`config.mk`:
```
export PLATFORM = sky130hd
export DESIGN_NAME = radix_converter_base2_to_16
export DESIGN_NICKNAME = d
export VERILOG_FILES = /design/src/sv/rcb_pkg.sv /design/src/sv/rcb_ram.sv /design/src/sv/rcb_ctrl.sv /design/src/sv/rcb_dpath.sv /design/src/sv/radix_converter_base2_to_16.sv
export VERILOG_INCLUDE_DIRS = /design/src /design/src/sv
export SDC_FILE = /design/constraint.sdc
export NUM_CORES = 1
export LEC_CHECK = 0
export BUFFER_PORTS_ARGS = -buffer_cell sky130_fd_sc_hd__buf_2
export CORE_MARGIN = 1.5
export CORE_UTILIZATION = 30
export DETAILED_ROUTE_END_ITERATION = 7
export SYNTH_ARGS = -nofsm -noshare
export SYNTH_HDL_FRONTEND = slang
export SYNTH_SLANG_ARGS = --single-unit
```
`constraint.sdc`:
```
create_clock -name i_clk -period 4.6 [get_ports i_clk]
set_clock_uncertainty 0.15 [all_clocks]
set_input_delay 0.23 -clock i_clk [delete_from_list [all_inputs] [get_ports i_clk]]
set_output_delay 0.23 -clock i_clk [all_outputs]
set_load 0.01 [all_outputs]
```
`src/sv/assert_macros.svh`:
```
// Assertion macros for the RTL file that carries checks.
`ifndef ASSERT_MACROS_SVH
`define ASSERT_MACROS_SVH

// Condition must hold on every clock edge outside reset.
`define ASSERT_ALWAYS(lbl, clk, rstn, cond) \
    lbl: assert property (@(posedge clk) disable iff (!(rstn)) (cond)) \
        else $error("assertion failed: condition violated");

// Antecedent in one cycle implies consequent in the same cycle.
`define ASSERT_IMPLIES(lbl, clk, rstn, ante, cons) \
    lbl: assert property (@(posedge clk) disable iff (!(rstn)) (ante) |-> (cons)) \
        else $error("assertion failed: implication violated");

// Antecedent in one cycle implies consequent in the next cycle.
`define ASSERT_NEXT(lbl, clk, rstn, ante, cons) \
    lbl: assert property (@(posedge clk) disable iff (!(rstn)) (ante) |=> (cons)) \
        else $error("assertion failed: next-cycle implication violated");

`endif

```
`src/sv/rcb_pkg.sv`:
```
// Shared types, constants and the digit glyph function for the radix converter.
`timescale 1ns / 1ps

package rcb_pkg;

    localparam logic [6:0] CHAR_ZERO = 7'h30;
    localparam logic [6:0] CHAR_A    = 7'h41;
    localparam logic [4:0] BASE_MIN  = 5'd2;
    localparam logic [4:0] BASE_MAX  = 5'd16;

    // controller -> datapath commands
    typedef struct packed {
        logic load;      // capture value and base, clear digit count
        logic load_err;  // present the error word
        logic div_step;  // one quotient bit
        logic store;     // write remainder digit, start next division
        logic emit;      // present the digit read from storage
    } t_cmd;

    // datapath -> controller status
    typedef struct packed {
        logic bad_base;
        logic div_done;
        logic quot_zero;
        logic cnt_last;
        logic idx_zero;
    } t_sts;

    function automatic logic [6:0] glyph(input logic [3:0] d);
        logic [6:0] res;
        if (d < 4'd10) begin
            res = CHAR_ZERO + {3'b000, d};
        end else begin
            res = CHAR_A + {3'b000, d} - 7'd10;
        end
        return res;
    endfunction

endpackage

```
`src/sv/rcb_ram.sv`:
```
// Generic single-write, single-read RAM with registered read data.
`timescale 1ns / 1ps

module rcb_ram #(
    parameter int WIDTH = 4,
    parameter int DEPTH = 32
) (
    input  logic                     i_clk,
    input  logic                     i_we,
    input  logic [$clog2(DEPTH)-1:0] i_waddr,
    input  logic [WIDTH-1:0]         i_wdata,
    input  logic [$clog2(DEPTH)-1:0] i_raddr,
    output logic [WIDTH-1:0]         o_rdata
);

    logic [WIDTH-1:0] r_mem [DEPTH];
    logic [WIDTH-1:0] r_rdata;

    always_ff @(posedge i_clk) begin
        if (i_we) begin
            r_mem[i_waddr] <= i_wdata;
        end
        r_rdata <= r_mem[i_raddr];
    end

    assign o_rdata = r_rdata;

endmodule

```
`src/sv/rcb_ctrl.sv`:
```
// Sequencer for the radix converter: divide loop, digit store and readout.
`timescale 1ns / 1ps

module rcb_ctrl (
    input  logic          i_clk,
    input  logic          i_rst_n,
    input  logic          i_start,
    input  rcb_pkg::t_sts i_sts,
    output rcb_pkg::t_cmd o_cmd,
    output logic          o_busy
);

    import rcb_pkg::*;

    localparam logic [2:0] S_IDLE  = 3'd0;
    localparam logic [2:0] S_DIV   = 3'd1;
    localparam logic [2:0] S_STORE = 3'd2;
    localparam logic [2:0] S_RD    = 3'd3;
    localparam logic [2:0] S_EMIT  = 3'd4;

    logic [2:0] r_state;
    logic [2:0] n_state;
    t_cmd       cmd;

    always_comb begin
        n_state = r_state;
        cmd     = '0;
        case (r_state)
            S_IDLE: begin
                if (i_start) begin
                    if (i_sts.bad_base) begin
                        cmd.load_err = 1'b1;
                    end else begin
                        cmd.load = 1'b1;
                        n_state  = S_DIV;
                    end
                end
            end
            S_DIV: begin
                cmd.div_step = 1'b1;
                if (i_sts.div_done) begin
                    n_state = S_STORE;
                end
            end
            S_STORE: begin
                cmd.store = 1'b1;
                // quotient zero, or storage full: only low digits are kept
                if (i_sts.quot_zero || i_sts.cnt_last) begin
                    n_state = S_RD;
                end else begin
                    n_state = S_DIV;
                end
            end
            S_RD: begin
                n_state = S_EMIT;
            end
            S_EMIT: begin
                cmd.emit = 1'b1;
                if (i_sts.idx_zero) begin
                    n_state = S_IDLE;
                end else begin
                    n_state = S_RD;
                end
            end
            default: begin
                n_state = S_IDLE;
            end
        endcase
    end

    always_ff @(posedge i_clk) begin
        if (!i_rst_n) begin
            r_state <= S_IDLE;
        end else begin
            r_state <= n_state;
        end
    end

    assign o_cmd  = cmd;
    assign o_busy = (r_state != S_IDLE);

endmodule

```
`src/sv/rcb_dpath.sv`:
```
// Datapath: bit-serial divider by the radix, digit store and output word register.
`timescale 1ns / 1ps

module rcb_dpath #(
    parameter int VALUE_BITS = 31,
    parameter int MAX_DIGITS = 32
) (
    input  logic                  i_clk,
    input  logic                  i_rst_n,
    input  logic [VALUE_BITS-1:0] i_value,
    input  logic [4:0]            i_base,
    input  rcb_pkg::t_cmd         i_cmd,
    output rcb_pkg::t_sts         o_sts,
    output logic                  o_strobe,
    output logic [6:0]            o_digit_char,
    output logic                  o_last,
    output logic                  o_bad_base
);

    import rcb_pkg::*;

    localparam int BIT_W  = $clog2(VALUE_BITS);
    localparam int ADDR_W = $clog2(MAX_DIGITS);
    localparam int CNT_W  = $clog2(MAX_DIGITS + 1);

    logic [VALUE_BITS-1:0] r_val;
    logic [3:0]            r_rem;
    logic [4:0]            r_base;
    logic [BIT_W-1:0]      r_bit_cnt;
    logic [CNT_W-1:0]      r_cnt;
    logic [ADDR_W-1:0]     r_idx;
    logic                  r_strobe;
    logic [6:0]            r_char;
    logic                  r_last;
    logic                  r_bad;

    logic [4:0]            trial;
    logic                  q_bit;
    logic [3:0]            n_rem;
    logic [3:0]            rdata;
    logic                  bad_base;

    always_comb begin
        bad_base = !(i_base inside {[BASE_MIN:BASE_MAX]});
    end

    // restoring step: shift next dividend bit into the remainder
    always_comb begin
        trial = {r_rem, r_val[VALUE_BITS-1]};
        q_bit = (trial >= r_base);
        n_rem = q_bit ? 4'(trial - r_base) : trial[3:0];
    end

    always_ff @(posedge i_clk) begin
        if (i_cmd.load) begin
            r_val     <= i_value;
            r_base    <= i_base;
            r_rem     <= '0;
            r_bit_cnt <= BIT_W'(VALUE_BITS - 1);
            r_cnt     <= '0;
        end
        if (i_cmd.div_step) begin
            r_val     <= {r_val[VALUE_BITS-2:0], q_bit};
            r_rem     <= n_rem;
            r_bit_cnt <= r_bit_cnt - 1'b1;
        end
        if (i_cmd.store) begin
            r_rem     <= '0;
            r_bit_cnt <= BIT_W'(VALUE_BITS - 1);
            r_cnt     <= r_cnt + 1'b1;
            r_idx     <= r_cnt[ADDR_W-1:0];
        end
        if (i_cmd.emit && (r_idx != '0)) begin
            r_idx <= r_idx - 1'b1;
        end
        if (i_cmd.emit) begin
            r_char <= glyph(rdata);
            r_last <= (r_idx == '0);
            r_bad  <= 1'b0;
        end
        if (i_cmd.load_err) begin
            r_char <= '0;
            r_last <= 1'b1;
            r_bad  <= 1'b1;
        end
    end

    always_ff @(posedge i_clk) begin
        if (!i_rst_n) begin
            r_strobe <= 1'b0;
        end else begin
            r_strobe <= i_cmd.emit | i_cmd.load_err;
        end
    end

    rcb_ram #(
        .WIDTH(4),
        .DEPTH(MAX_DIGITS)
    ) u_digits (
        .i_clk  (i_clk),
        .i_we   (i_cmd.store),
        .i_waddr(r_cnt[ADDR_W-1:0]),
        .i_wdata(r_rem),
        .i_raddr(r_idx),
        .o_rdata(rdata)
    );

    always_comb begin
        o_sts.bad_base  = bad_base;
        o_sts.div_done  = (r_bit_cnt == '0);
        o_sts.quot_zero = (r_val == '0);
        o_sts.cnt_last  = (r_cnt == CNT_W'(MAX_DIGITS - 1));
        o_sts.idx_zero  = (r_idx == '0);
    end

    assign o_strobe     = r_strobe;
    assign o_digit_char = r_char;
    assign o_last       = r_last;
    assign o_bad_base   = r_bad;

endmodule

```
`src/sv/radix_converter_base2_to_16.sv`:
```
// Radix converter: each digit comes from the serial divider and is then stored in the digit RAM.
// Readout of each digit goes through the registered digit RAM read, then the output word register.
// A bad radix yields the error word in the cycle after start is taken.
// busy drops with the last word, so the next start is taken in that same cycle.
// Results appear as single-cycle strobed words; the receiver cannot stall.
// Synchronous active-low reset clears the sequencer and the strobe; RAM needs no clear.
`timescale 1ns / 1ps

module radix_converter_base2_to_16 #(
    parameter int VALUE_BITS = 31,
    parameter int MAX_DIGITS = 32
) (
    input  logic                  i_clk,
    input  logic                  i_rst_n,
    input  logic                  start,
    output logic                  busy,
    input  logic [VALUE_BITS-1:0] i_value,
    input  logic [4:0]            i_base,
    output logic                  o_strobe,
    output logic [6:0]            o_digit_char,
    output logic                  o_last,
    output logic                  o_bad_base
);

    import rcb_pkg::*;

    `include "assert_macros.svh"

    t_cmd cmd;
    t_sts sts;
    logic in_acc;
    logic err_out;

    rcb_ctrl u_ctrl (
        .i_clk  (i_clk),
        .i_rst_n(i_rst_n),
        .i_start(start),
        .i_sts  (sts),
        .o_cmd  (cmd),
        .o_busy (busy)
    );

    rcb_dpath #(
        .VALUE_BITS(VALUE_BITS),
        .MAX_DIGITS(MAX_DIGITS)
    ) u_dpath (
        .i_clk       (i_clk),
        .i_rst_n     (i_rst_n),
        .i_value     (i_value),
        .i_base      (i_base),
        .i_cmd       (cmd),
        .o_sts       (sts),
        .o_strobe    (o_strobe),
        .o_digit_char(o_digit_char),
        .o_last      (o_last),
        .o_bad_base  (o_bad_base)
    );

    assign in_acc  = start && !busy;
    assign err_out = o_strobe && o_bad_base && o_last && (o_digit_char == 7'd0);

    `ASSERT_NEXT(a_err_word, i_clk, i_rst_n, in_acc && sts.bad_base, err_out && !busy)
    `ASSERT_NEXT(a_good_busy, i_clk, i_rst_n, in_acc && !sts.bad_base, busy && !o_strobe)
    `ASSERT_IMPLIES(a_last_idle, i_clk, i_rst_n, o_strobe && o_last && !o_bad_base, !busy)
    `ASSERT_IMPLIES(a_mid_busy, i_clk, i_rst_n, o_strobe && !o_last, busy && !o_bad_base)

endmodule
```
---- Word level (Yosys, flattened, before mapping) ----
Memories as Yosys holds them, arrays and structs flattened. A register that Yosys moved wholly into a read port is not among the register bits.
Index checks and enable logic that the tools add are counted.
operators by class
  add/subtract/negate cells ............... 7
  order comparisons ....................... 4
  eq/ne operators ......................... 8
  multiplexer cells ....................... 27
  bitwise logic cells ..................... 1
  reductions and logical operators ........ 13
operators by type and width
  kind                   count
  $mux W31               2
  $logic_not A31 Y1      1
  $mux W5                4
  $pmux W3 S5            1
  $mux W4                3
  $mux W6                2
  $logic_not A5 Y1       2
  $sub A5 B1 Y5 const B  2
  $mux W3                3
  $mux W2                4
  $add A6 B4 Y7 const A  1
  $add A7 B4 Y7 const A  1
  $mux W1                7
  $mux W7                1
  $sub A7 B4 Y7 const B  1
  $add A6 B1 Y6 const B  1
  $eq A3 B2 Y1 const B   2
  $eq A6 B5 Y1 const B   1
  $reduce_bool A2 Y1     3
  $ge A5 B2 Y1 const B   1
  $ge A5 B5 Y1           1
  $le A5 B5 Y1 const B   1
  $reduce_bool A5 Y1     1
  $lt A4 B4 Y1 const B   1
  other kinds (11)       13
storage, ports and cells
  bits in registers ....................... 69
  RAM bits ................................ 128
  input port bits ......................... 39
  output and inout port bits .............. 11
  memories ................................ 1
memory list
  name                    depth  bits a word  read ports  clocked after memory_dff  wr ports  line           text
  u_dpath.u_digits.r_mem  32     4            1           1                         1         rcb_ram.sv:16  logic [WIDTH-1:0] r_mem [DEPTH];

---- Depth between registers and ports, before layout ----
Gate-level depths: netlist of the first run.
  word-level depth ........................ 7
  mapped depth ............................ 10

---- Cells and area by module ----
Synthesis of the first run repeated with hierarchy kept, for this count alone.
unflattened totals
  cell total of the unflattened synthesis .. 516
  area, all modules ....................... 8565.7 sq um
modules (own cells, without submodules)
  module     instances  cells each  area each (sq um)
  rcb_ram    1          231         5138.7
  rcb_dpath  1          257         3163.0
  rcb_ctrl   1          28          264.0

---- Worst setup path after synthesis of the first run ----
OpenSTA, ideal clock, no wires.
  path type ............................... input -> register
  start point ............................. input i_base[3]
  end point ............................... register u_dpath.r_val[0], enable pin
  arrival time ............................ 1859 ps
  required time ........................... 4064 ps
  path slack .............................. 2206 ps
  stages .................................. 5
  path buffers ............................ 0
  cell sequence ........................... nor3_2 > mux2i_1 > nor2b_1 > nor2_1 > inv_1
RTL lines
  element               line                               text
  from (decl)           radix_converter_base2_to_16.sv:18  input logic [4:0] i_base,
  to (signal assigned)  rcb_dpath.sv:56                    r_val <= i_value;
  to (signal assigned)  rcb_dpath.sv:63                    r_val <= {r_val[VALUE_BITS-2:0], q_bit};
  to (decl)             rcb_dpath.sv:26                    logic [VALUE_BITS-1:0] r_val;

==> results.cfg, run 1 <==
[run_status]
status = complete, no violations

[critical_path]
worstRegToRegCells = 5
reg2reg_slack_ps = 1740
worst-setup-path-type = in2reg
critPathRequiredTime_ps = 4570
endpoint_kind = register
path_max_fanout = 31
critical_path_arrival_ps = 2930
r2r-end = u_dpath.r_val[14]
startpoint_type = input port
r2r_start = u_ctrl.r_state[2]

[sta]
fin_crit_ps = 2960
slew_headroom = 0.227
clock.fmax_mhz = 338
setup_viol = 0
rsz0062_at_grt = false
hold_viol_final = 0
drv_slew = 0
tns_ps = 0
period_share = 0.644
worst_pin_slew_ps = 1160
setup_slack_ps = 1640
whs_ps = 116

[clock_network]
cts_tree = built
postCtsSetupBuffers = 0
clkLatencyLatePin_ps = 510
root_buffer = clkbuf_16
htree_levels = 1
cts_made_buffers = 22
clk_pin_slew_worst_paths_ps = 60
clkSinkCount = 201
cts_max_path_buffers = 3

[yosys]
synth-seq-cells = 201
syn_area_per_cell_um2 = 13.6
synth_edf_count = 175
synthCells = 634
async_reset_ff_frac = 0
synth-main-ff-cell = edfxtp_1
ys_types = 57
syn_area_um2 = 8650
ys_seq_area_frac = 0.668
ys.warnings.count = 0
synth_nets = 688

[global_route]
grt_pass1_wl_um = 29600
grt_use_total = 0.125
antenna_found_initial = 1
grt_overflow_total = 0
grt_max_degree = 37
grt_pass1_vias = 5389

[hold_path]
min-delay-start = start
hold_depth = 4
hp-class = in2reg
hold_path_end = u_dpath.o_digit_char[1]

[drt]
vias = 5259
postRouteAntennaNets = 0
wirelength_um = 18300
route.detailed.drc = 0
wl_per_cell_um = 16.4
viasPerCell = 4.70
drtPass1Iterations = 5
drtIter0Drc = 349

[die]
core-area_um2 = 28100
die_h_um = 173
initial_utilization = 0.308
dieArea_um2 = 29900
num_rows = 61
ioPinCount = 50
fp.dieW_um = 173

[pwr]
p_switching_mw = 1.03
switching_share = 0.240
ir_drop_mv = 0.262
comb_power_share = 0.104
power_density_nw_per_um2 = 417
internal_power_mw = 3.27
leakagePower_nw = 3.81
p_clk_frac = 0.379
seq_power_share = 0.517

[placement]
port-buffer-count = 49
dp_slack_ps = 1600
place_area_um2 = 9280
dp_hpwl_um = 11700
gp_congestion = 0.781

[finish]
fin_area_um2 = 10300
drive_above_1_share = 0.160
fillers = 2716
final_nets = 780
syn2layout_area_growth_pct = 19.4
diodes = 0

[run]
max_cap_viol_count = 0
## metal layers
layer	routed length, um	part of all wire	GRT usage	up-vias
met5	0	0	0	-
met4	253	0.014	0.0359	0
li1	-	-	-	2528
met1	8190	0.45	0.167	2557
met2	8770	0.48	0.207	149
met3	1120	0.061	0.0248	25
## registers in the layout (all words and copies together) (netlist names)
name                      count
u_dpath.u_digits.r_mem      128
u_ctrl.r_state                3
u_dpath.r_base                5
u_dpath.o_last                1
u_dpath.r_rem                 4
u_dpath.o_digit_char          7
u_dpath.o_strobe              1
u_dpath.r_idx                 5
u_dpath.o_bad_base            1
u_dpath.r_bit_cnt             5
u_dpath.r_cnt                 6
u_dpath.r_val                31
u_dpath.u_digits.o_rdata      4
## through the flow
stage / power (mW) / util / cells
after floorplan: 2.52 / - / 634
after global placement: 2.68 / 0.331 / 1043
after detailed placement: 2.69 / 0.331 / 1043
after CTS: 4.35 / 0.368 / 1120
after global routing: 4.48 / 0.368 / 1120
final: 4.31 / 0.368 / 1120
## how the worst max path moves through the flow
stage / startpoint / slack, ps / end
after detailed placement: i_base[3] / 1600 / u_dpath.r_val[17]
after floorplan: i_base[3] / 2210 / u_dpath.r_val[0]
after global placement: i_base[3] / 1640 / u_dpath.r_val[16]
final: i_base[3] / 1640 / u_dpath.r_val[14]
after CTS: i_base[3] / 1580 / u_dpath.r_val[14]
after global routing: i_base[1] / 1400 / u_dpath.r_val[14]
## worst max-delay path: stages
cell and delay, ps:
dlygate4sd3_1 540, buf_2 130, nor3_2 250, mux2i_1 250, nor2b_1 470, nor2_1 180, inv_1 870
## what timing repair did
action                                  in CTS  in global routing
gates resized for setup                      0                  0
endpoints found under the setup margin       0                  0
hold endpoints to repair                    39                  0
hold buffers                                37                  0
## cell usage in the layout, fill, tap and decap left out, types with 8 or more instances in the layout
| master | instances |
|---|---|
| mux4_2 | 14 |
| a22oi_1 | 8 |
| nor2_1 | 56 |
| o21ai_0 | 11 |
| buf_4 | 8 |
| ha_1 | 14 |
| edfxtp_1 | 175 |
| nand2_1 | 122 |
| inv_1 | 20 |
| nand3_1 | 14 |
| dfxtp_1 | 26 |
| dlygate4sd3_1 | 37 |
| a21oi_1 | 14 |
| clkbuf_16 | 22 |
| buf_2 | 49 |
| mux2i_1 | 31 |
## area by class of cell
class / instances / area, um^2 / share of cell area
Clock buffer: 33 / 632 / 0.0612
Clock inverter: 7 / 43.8 / 0.00424
Inverter: 20 / 75.1 / 0.00727
Multi-Input combinational cell: 387 / 2660 / 0.257
Sequential cell: 201 / 5780 / 0.559
Tap cell: 378 / 473 / 0.0458
Timing Repair Buffer: 94 / 676 / 0.0654
## synthesized netlist by cell type (4+ instances only)
master,count,share of area
a21oi_1,14,0.0081
xor2_1,4,0.0041
nand2b_1,5,0.0036
nor4_1,7,0.0051
a22o_1,5,0.0051
nor3_1,6,0.0035
dfxtp_1,26,0.060
o21ai_0,11,0.0064
nand2_1,122,0.053
mux2i_1,31,0.036
buf_6,4,0.0052
a22oi_1,8,0.0069
a211oi_1,4,0.0035
nor2_1,56,0.024
mux4_1,6,0.018
ha_1,14,0.020
edfxtp_1,175,0.61
nor2b_1,7,0.0051
inv_1,20,0.0087
nand3_1,14,0.0081
xnor2_1,6,0.0061
and2_1,5,0.0036
clkbuf_1,9,0.0039
buf_2,8,0.0046
mux4_2,14,0.036
## power groups by stage
stage / Combinational [mW] / Clock, mW / Sequential [mW]
finish: 0.449 / 1.63 / 2.22
global placement: 0.421 / 0 / 2.26
detailed placement: 0.431 / 0 / 2.26
CTS: 0.456 / 1.67 / 2.22
floorplan: 0.231 / 0 / 2.29
global route: 0.510 / 1.74 / 2.23
## logic make-up (layout without fill, tap and decap cells)
| family | count (synthesis) | count (layout) | share of synthesized area |
|---|---|---|---|
| and+or+nand+nor | 245 | 245 | 0.127 |
| DFF | 201 | 201 | 0.668 |
| AOI/OAI and AO/OA | 64 | 64 | 0.0532 |
| muxes | 53 | 53 | 0.0932 |
| buffers and inverters | 46 | 154 | 0.0259 |
| adders and majority gates | 15 | 15 | 0.0226 |
| xor gates and xnor gates | 10 | 10 | 0.0101 |
Power figures use the tool's default switching activity.
==> run 2: changes to the inputs <==
clock period = 2.44 ns   (was 4.6 ns; I/O delays follow)
==> run 2 against run 1 <==
Sequential cell count is the same; critical endpoint is now u_dpath.u_digits.r_mem[14][2]; worst setup slack lost 1300 ps; first-iteration DRC count shrank 7.4%; register-to-register slack lost 1400 ps; critical path type is now reg2reg; critical path depth shrank 4; cell area grew 1.6%; highest routed layer unchanged; via count shrank 1.3%; global-route usage shrank 0.31 points.
==> results.cfg, run 2 (synthesis results as in run 1) <==
[sta]
period_share = 0.880
setup_viol = 0
drv_slew = 0
tns_ps = 0
fin_crit_ps = 2150
clock.fmax_mhz = 466
hold_viol_final = 0
worst_pin_slew_ps = 589
rsz0062_at_grt = false
setup_slack_ps = 293
slew_headroom = 0.605

[drt]
drtIter0Drc = 323
vias = 5189
wl_per_cell_um = 16.2
viasPerCell = 4.60
drtPass1Iterations = 5
route.detailed.drc = 0
postRouteAntennaNets = 0
wirelength_um = 18300

[finish]
fillers = 2700
layout_commonest_cell = edfxtp_1
drive_above_1_share = 0.174
final-seq-area_um2 = 5780
multi_input_area_um2 = 2660
syn2layout_area_growth_pct = 21.3
final_nets = 789
final_cell_mix = edfxtp_1, nand2_1, nor2_1
top_register = u_dpath.u_digits.r_mem
final_cells = 1129
largest_reg_flops = 128
diodes = 0

[pwr]
comb_power_share = 0.103
seq_power_share = 0.496
ir_drop_mv = 0.417
internal_power_mw = 6.43
leakagePower_nw = 3.90
power_mw = 8.44
switching_share = 0.238
power_density_nw_per_um2 = 804
p_clk_frac = 0.401
p_switching_mw = 2.00

[critical_path]
startpoint_type = register
endpoint_kind = register
r2r-end = u_dpath.u_digits.r_mem[14][2]
path_max_fanout = 10
r2r_start = u_ctrl.r_state[1]
worstRegToRegCells = 3
critical_path_arrival_ps = 2160
reg2reg_slack_ps = 290
worst-setup-path-type = reg2reg
critPathRequiredTime_ps = 2450

[global_route]
grt_max_degree = 46
grt_use_total = 0.122
grt_pass1_wl_um = 29000
grt_overflow_total = 0
antenna_found_initial = 1
grt_pass1_vias = 5188

[placement]
place_inst = 1052
dp_slack_ps = 276
dp_hpwl_um = 11800
port-buffer-count = 49
gp_congestion = 0.765

[hold_path]
hold_path_end = u_dpath.o_digit_char[1]
hold_depth = 5
hp-class = in2reg
min-delay-start = start

[die]
die_h_um = 173
num_rows = 61
fp.dieW_um = 173
ioPinCount = 50
dieArea_um2 = 29900
initial_utilization = 0.308
core-area_um2 = 28100

[clock_network]
clk_pin_slew_worst_paths_ps = 60
cts_tree = built
clkSinkCount = 201
cts_made_buffers = 22
root_buffer = clkbuf_16
htree_levels = 1
cts_max_path_buffers = 3
ctsResizeCount = 0
clkLatencyLatePin_ps = 500

[run_status]
status = complete, no violations

[run]
max_cap_viol_count = 0
-- run 2: cell count changes in the layout (fill, tap and decap cells not counted), sizes merged --
cell / previous run / this run
clkbuf: 33 / 23
clkinvlp: 0 / 1
clkinv: 7 / 11
inv: 20 / 22
buf: 57 / 66
bufinv: 0 / 3
-- run 2: power groups by stage --
stage	sequential (mW)	combinational, mW	clock, mW
after floorplan	4.32	0.436	0
after global routing	4.20	0.985	3.56
after detailed placement	4.26	0.843	0
after global placement	4.26	0.836	0
after CTS	4.19	0.890	3.44
final	4.19	0.870	3.38
-- run 2: cell type report --
type	count	area share
well taps	378	0.0451
clock inverters	17	0.0161
flip-flops and latches	201	0.551
inverters	20	0.00716
multi-input cells	387	0.253
clock buffers	23	0.0549
repair buffers	103	0.0732
-- run 2: worst max path at each step --
stage               slack, ps               from  cells after the start                            end
floorplan                  60  u_ctrl.r_state[2]                      6               u_dpath.r_val[0]
global placement          350   u_dpath.r_idx[0]                      5    u_dpath.u_digits.o_rdata[3]
detailed placement        280  u_ctrl.r_state[1]                      3  u_dpath.u_digits.r_mem[14][0]
CTS                       260  u_ctrl.r_state[1]                      3  u_dpath.u_digits.r_mem[14][2]
global route              170  u_ctrl.r_state[1]                      3   u_dpath.u_digits.r_mem[6][3]
finish                    290  u_ctrl.r_state[1]                      3  u_dpath.u_digits.r_mem[14][2]
-- run 2: per-stage QoR --
step | util | instance area [um^2] | hold WS, ps
finish | 0.374 | 10500 | 34.0
global route | 0.374 | 10500 | 96.4
CTS | 0.374 | 10500 | 33.7
detailed placement | 0.334 | 9380 | 179
global placement | 0.334 | 9380 | 181
floorplan | - | 8650 | 70.9
-- run 2: timing repair --
action	in CTS	in global routing
endpoints found under the hold margin	40	0
buffers inserted	0	0
hold buffers	37	0
-- run 2: worst max-delay path: stages, from the launching register on --
cell and delay, ps:
dfxtp_1 550, and2_1 340, nand2_1 360, nor2_1 420
-- run 2: routing by layer --
| metal | up-vias | wire (um) | track usage |
|---|---|---|---|
| li1 | 2541 | - | - |
| met1 | 2480 | 8190 | 0.166 |
| met2 | 137 | 8650 | 0.199 |
| met3 | 31 | 965 | 0.0226 |
| met4 | 0 | 486 | 0.0380 |
| met5 | - | 0 | 0 |
==> run 3: changes to the inputs <==
GPL_TIMING_DRIVEN = 0   (was not set)
==> run 3 against run 2 <==
Power is 2.8% lower; first-iteration DRC count decreased by 3.7%; combinational power decreased by 25%; critical path type unchanged; sequential power up 5%; sequential cell count unchanged; cell area down 0.23%; count of clock-buffer cells in the layout increased by 2; register-to-register slack worse by 140 ps.
==> results.cfg, run 3 (synthesis results as in run 1) <==
[global_route]
grt_overflow_total = 0
grt_pass1_wl_um = 28600
antenna_found_initial = 0
grt_use_total = 0.121
grt_pass1_vias = 5338
grt_max_degree = 37

[drt]
vias = 5313
drt-met1-wl_um = 8210
drtPass1Iterations = 4
postRouteAntennaNets = 0
wirelength_um = 18100
drtIter0Drc = 311
route.detailed.drc = 0
wl_per_cell_um = 15.9
viasPerCell = 4.66
routed-wl-met2_um = 8780
dr_wl_met3_um = 875
route.top_layer_used = met4

[finish]
final_nets = 800
syn2layout_area_growth_pct = 21.0
drive_above_1_share = 0.177
final_cells = 1139
largest_reg_flops = 128
top_register = u_dpath.u_digits.r_mem
layout_commonest_cell = edfxtp_1
diodes = 0
final_cell_mix = edfxtp_1, nand2_1, buf_2, nor2_1, dlygate4sd3_1

[sta]
fin_crit_ps = 2290
setup_viol = 0
worst_pin_slew_ps = 653
rsz0062_at_grt = false
slew_headroom = 0.564
clock.fmax_mhz = 436
period_share = 0.939
drv_slew = 0
whs_ps = 129
tns_ps = 0
hold_viol_final = 0

[clock_network]
clk_pin_slew_worst_paths_ps = 60
cts_tree = built
root_buffer = clkbuf_16
htree_levels = 1
clkLatencyLatePin_ps = 500
cts_made_buffers = 21
clkSinkCount = 201
cts_max_path_buffers = 3

[die]
initial_utilization = 0.308
num_rows = 61
fp.dieW_um = 173
ioPinCount = 50
dieArea_um2 = 29900
die_h_um = 173
core-area_um2 = 28100

[placement]
port-buffer-count = 49
place_inst = 1061
dp_hpwl_um = 12000
gp_congestion = 0.783

[critical_path]
path_max_fanout = 19
critical_path_arrival_ps = 2340
startpoint_type = register
reg2reg_slack_ps = 150
crit_chain = buf_6 > buf_6 > inv_1 > ha_1 > or3b_4 > nand2_2 > buf_4 > nand2_2
critPathMaxStageDelay_ps = 380
endpoint_kind = register
critPathRequiredTime_ps = 2490
critPathSlowestCell = edfxtp_1
worst-setup-path-type = reg2reg

[pwr]
leakagePower_nw = 3.87
ir_drop_mv = 0.444
power_density_nw_per_um2 = 784

[run_status]
status = complete, no violations

[hold_path]
hp-class = in2reg

[run]
max_cap_viol_count = 0
[run 3: per-stage QoR]
| stage | utilization | cell area [um^2] | total power [mW] | setup WS [ps] |
|---|---|---|---|---|
| floorplan | - | 8650 | 4.76 | 56.8 |
| global placement | 0.333 | 9370 | 5.03 | -686 |
| detailed placement | 0.333 | 9370 | 5.05 | -711 |
| CTS | 0.372 | 10400 | 8.27 | 10.1 |
| global route | 0.373 | 10500 | 8.51 | 26.2 |
| finish | 0.373 | 10500 | 8.20 | 149 |
[run 3: worst paths after layout]
path                                         startpoint                      end  cells past startpoint
worst min register to register  u_dpath.o_digit_char[6]  u_dpath.o_digit_char[6]                      1
worst max register to register         u_dpath.r_idx[0]         u_dpath.r_idx[1]                      8
worst max-delay path                   u_dpath.r_idx[0]         u_dpath.r_idx[1]                      8
worst min-delay path                          i_base[2]        u_ctrl.r_state[0]                      4
[run 3: worst max-delay path: cells and delay by family, from the launching register on]
family	cells	cell delay (ps)
flip-flops	1	380
adder cells (fa/ha/maj)	1	200
buffers and inverters	4	800
AND/OR/NAND/NOR	3	460
[run 3: layout make-up]
type / count / area [um^2]
sequential: 201 / 5790
buffer: 25 / 144
multi-input combinational: 387 / 2650
inverter: 20 / 78.8
clock inverter: 13 / 144
clock buffer: 25 / 541
fill: 2748 / 17600
timing repair inverter: 1 / 7.51
timing repair buffer: 89 / 641
tap: 378 / 473
[run 3: power breakdown]
group	internal [mW]	leakage, nW	total, mW	switching (mW)
Combinational	0.288	1.69	0.651	0.363
Sequential	4.09	1.84	4.38	0.289
Clock	1.90	0.339	3.17	1.27
[run 3: routing by layer]
metal / vias up / global-route usage
li1: 2568 / -
met1: 2583 / 0.160
met2: 141 / 0.208
met3: 21 / 0.0182
met4: 0 / 0.0304
met5: - / 0
[run 3: timing repair]
item                                   in CTS  in global routing
endpoints found under the hold margin      46                  0
resized for setup                           9                  2
setup endpoints to repair                  45                 36
hold buffers                               38                  0
cloned                                      1                  0
buffers inserted                            0                  2
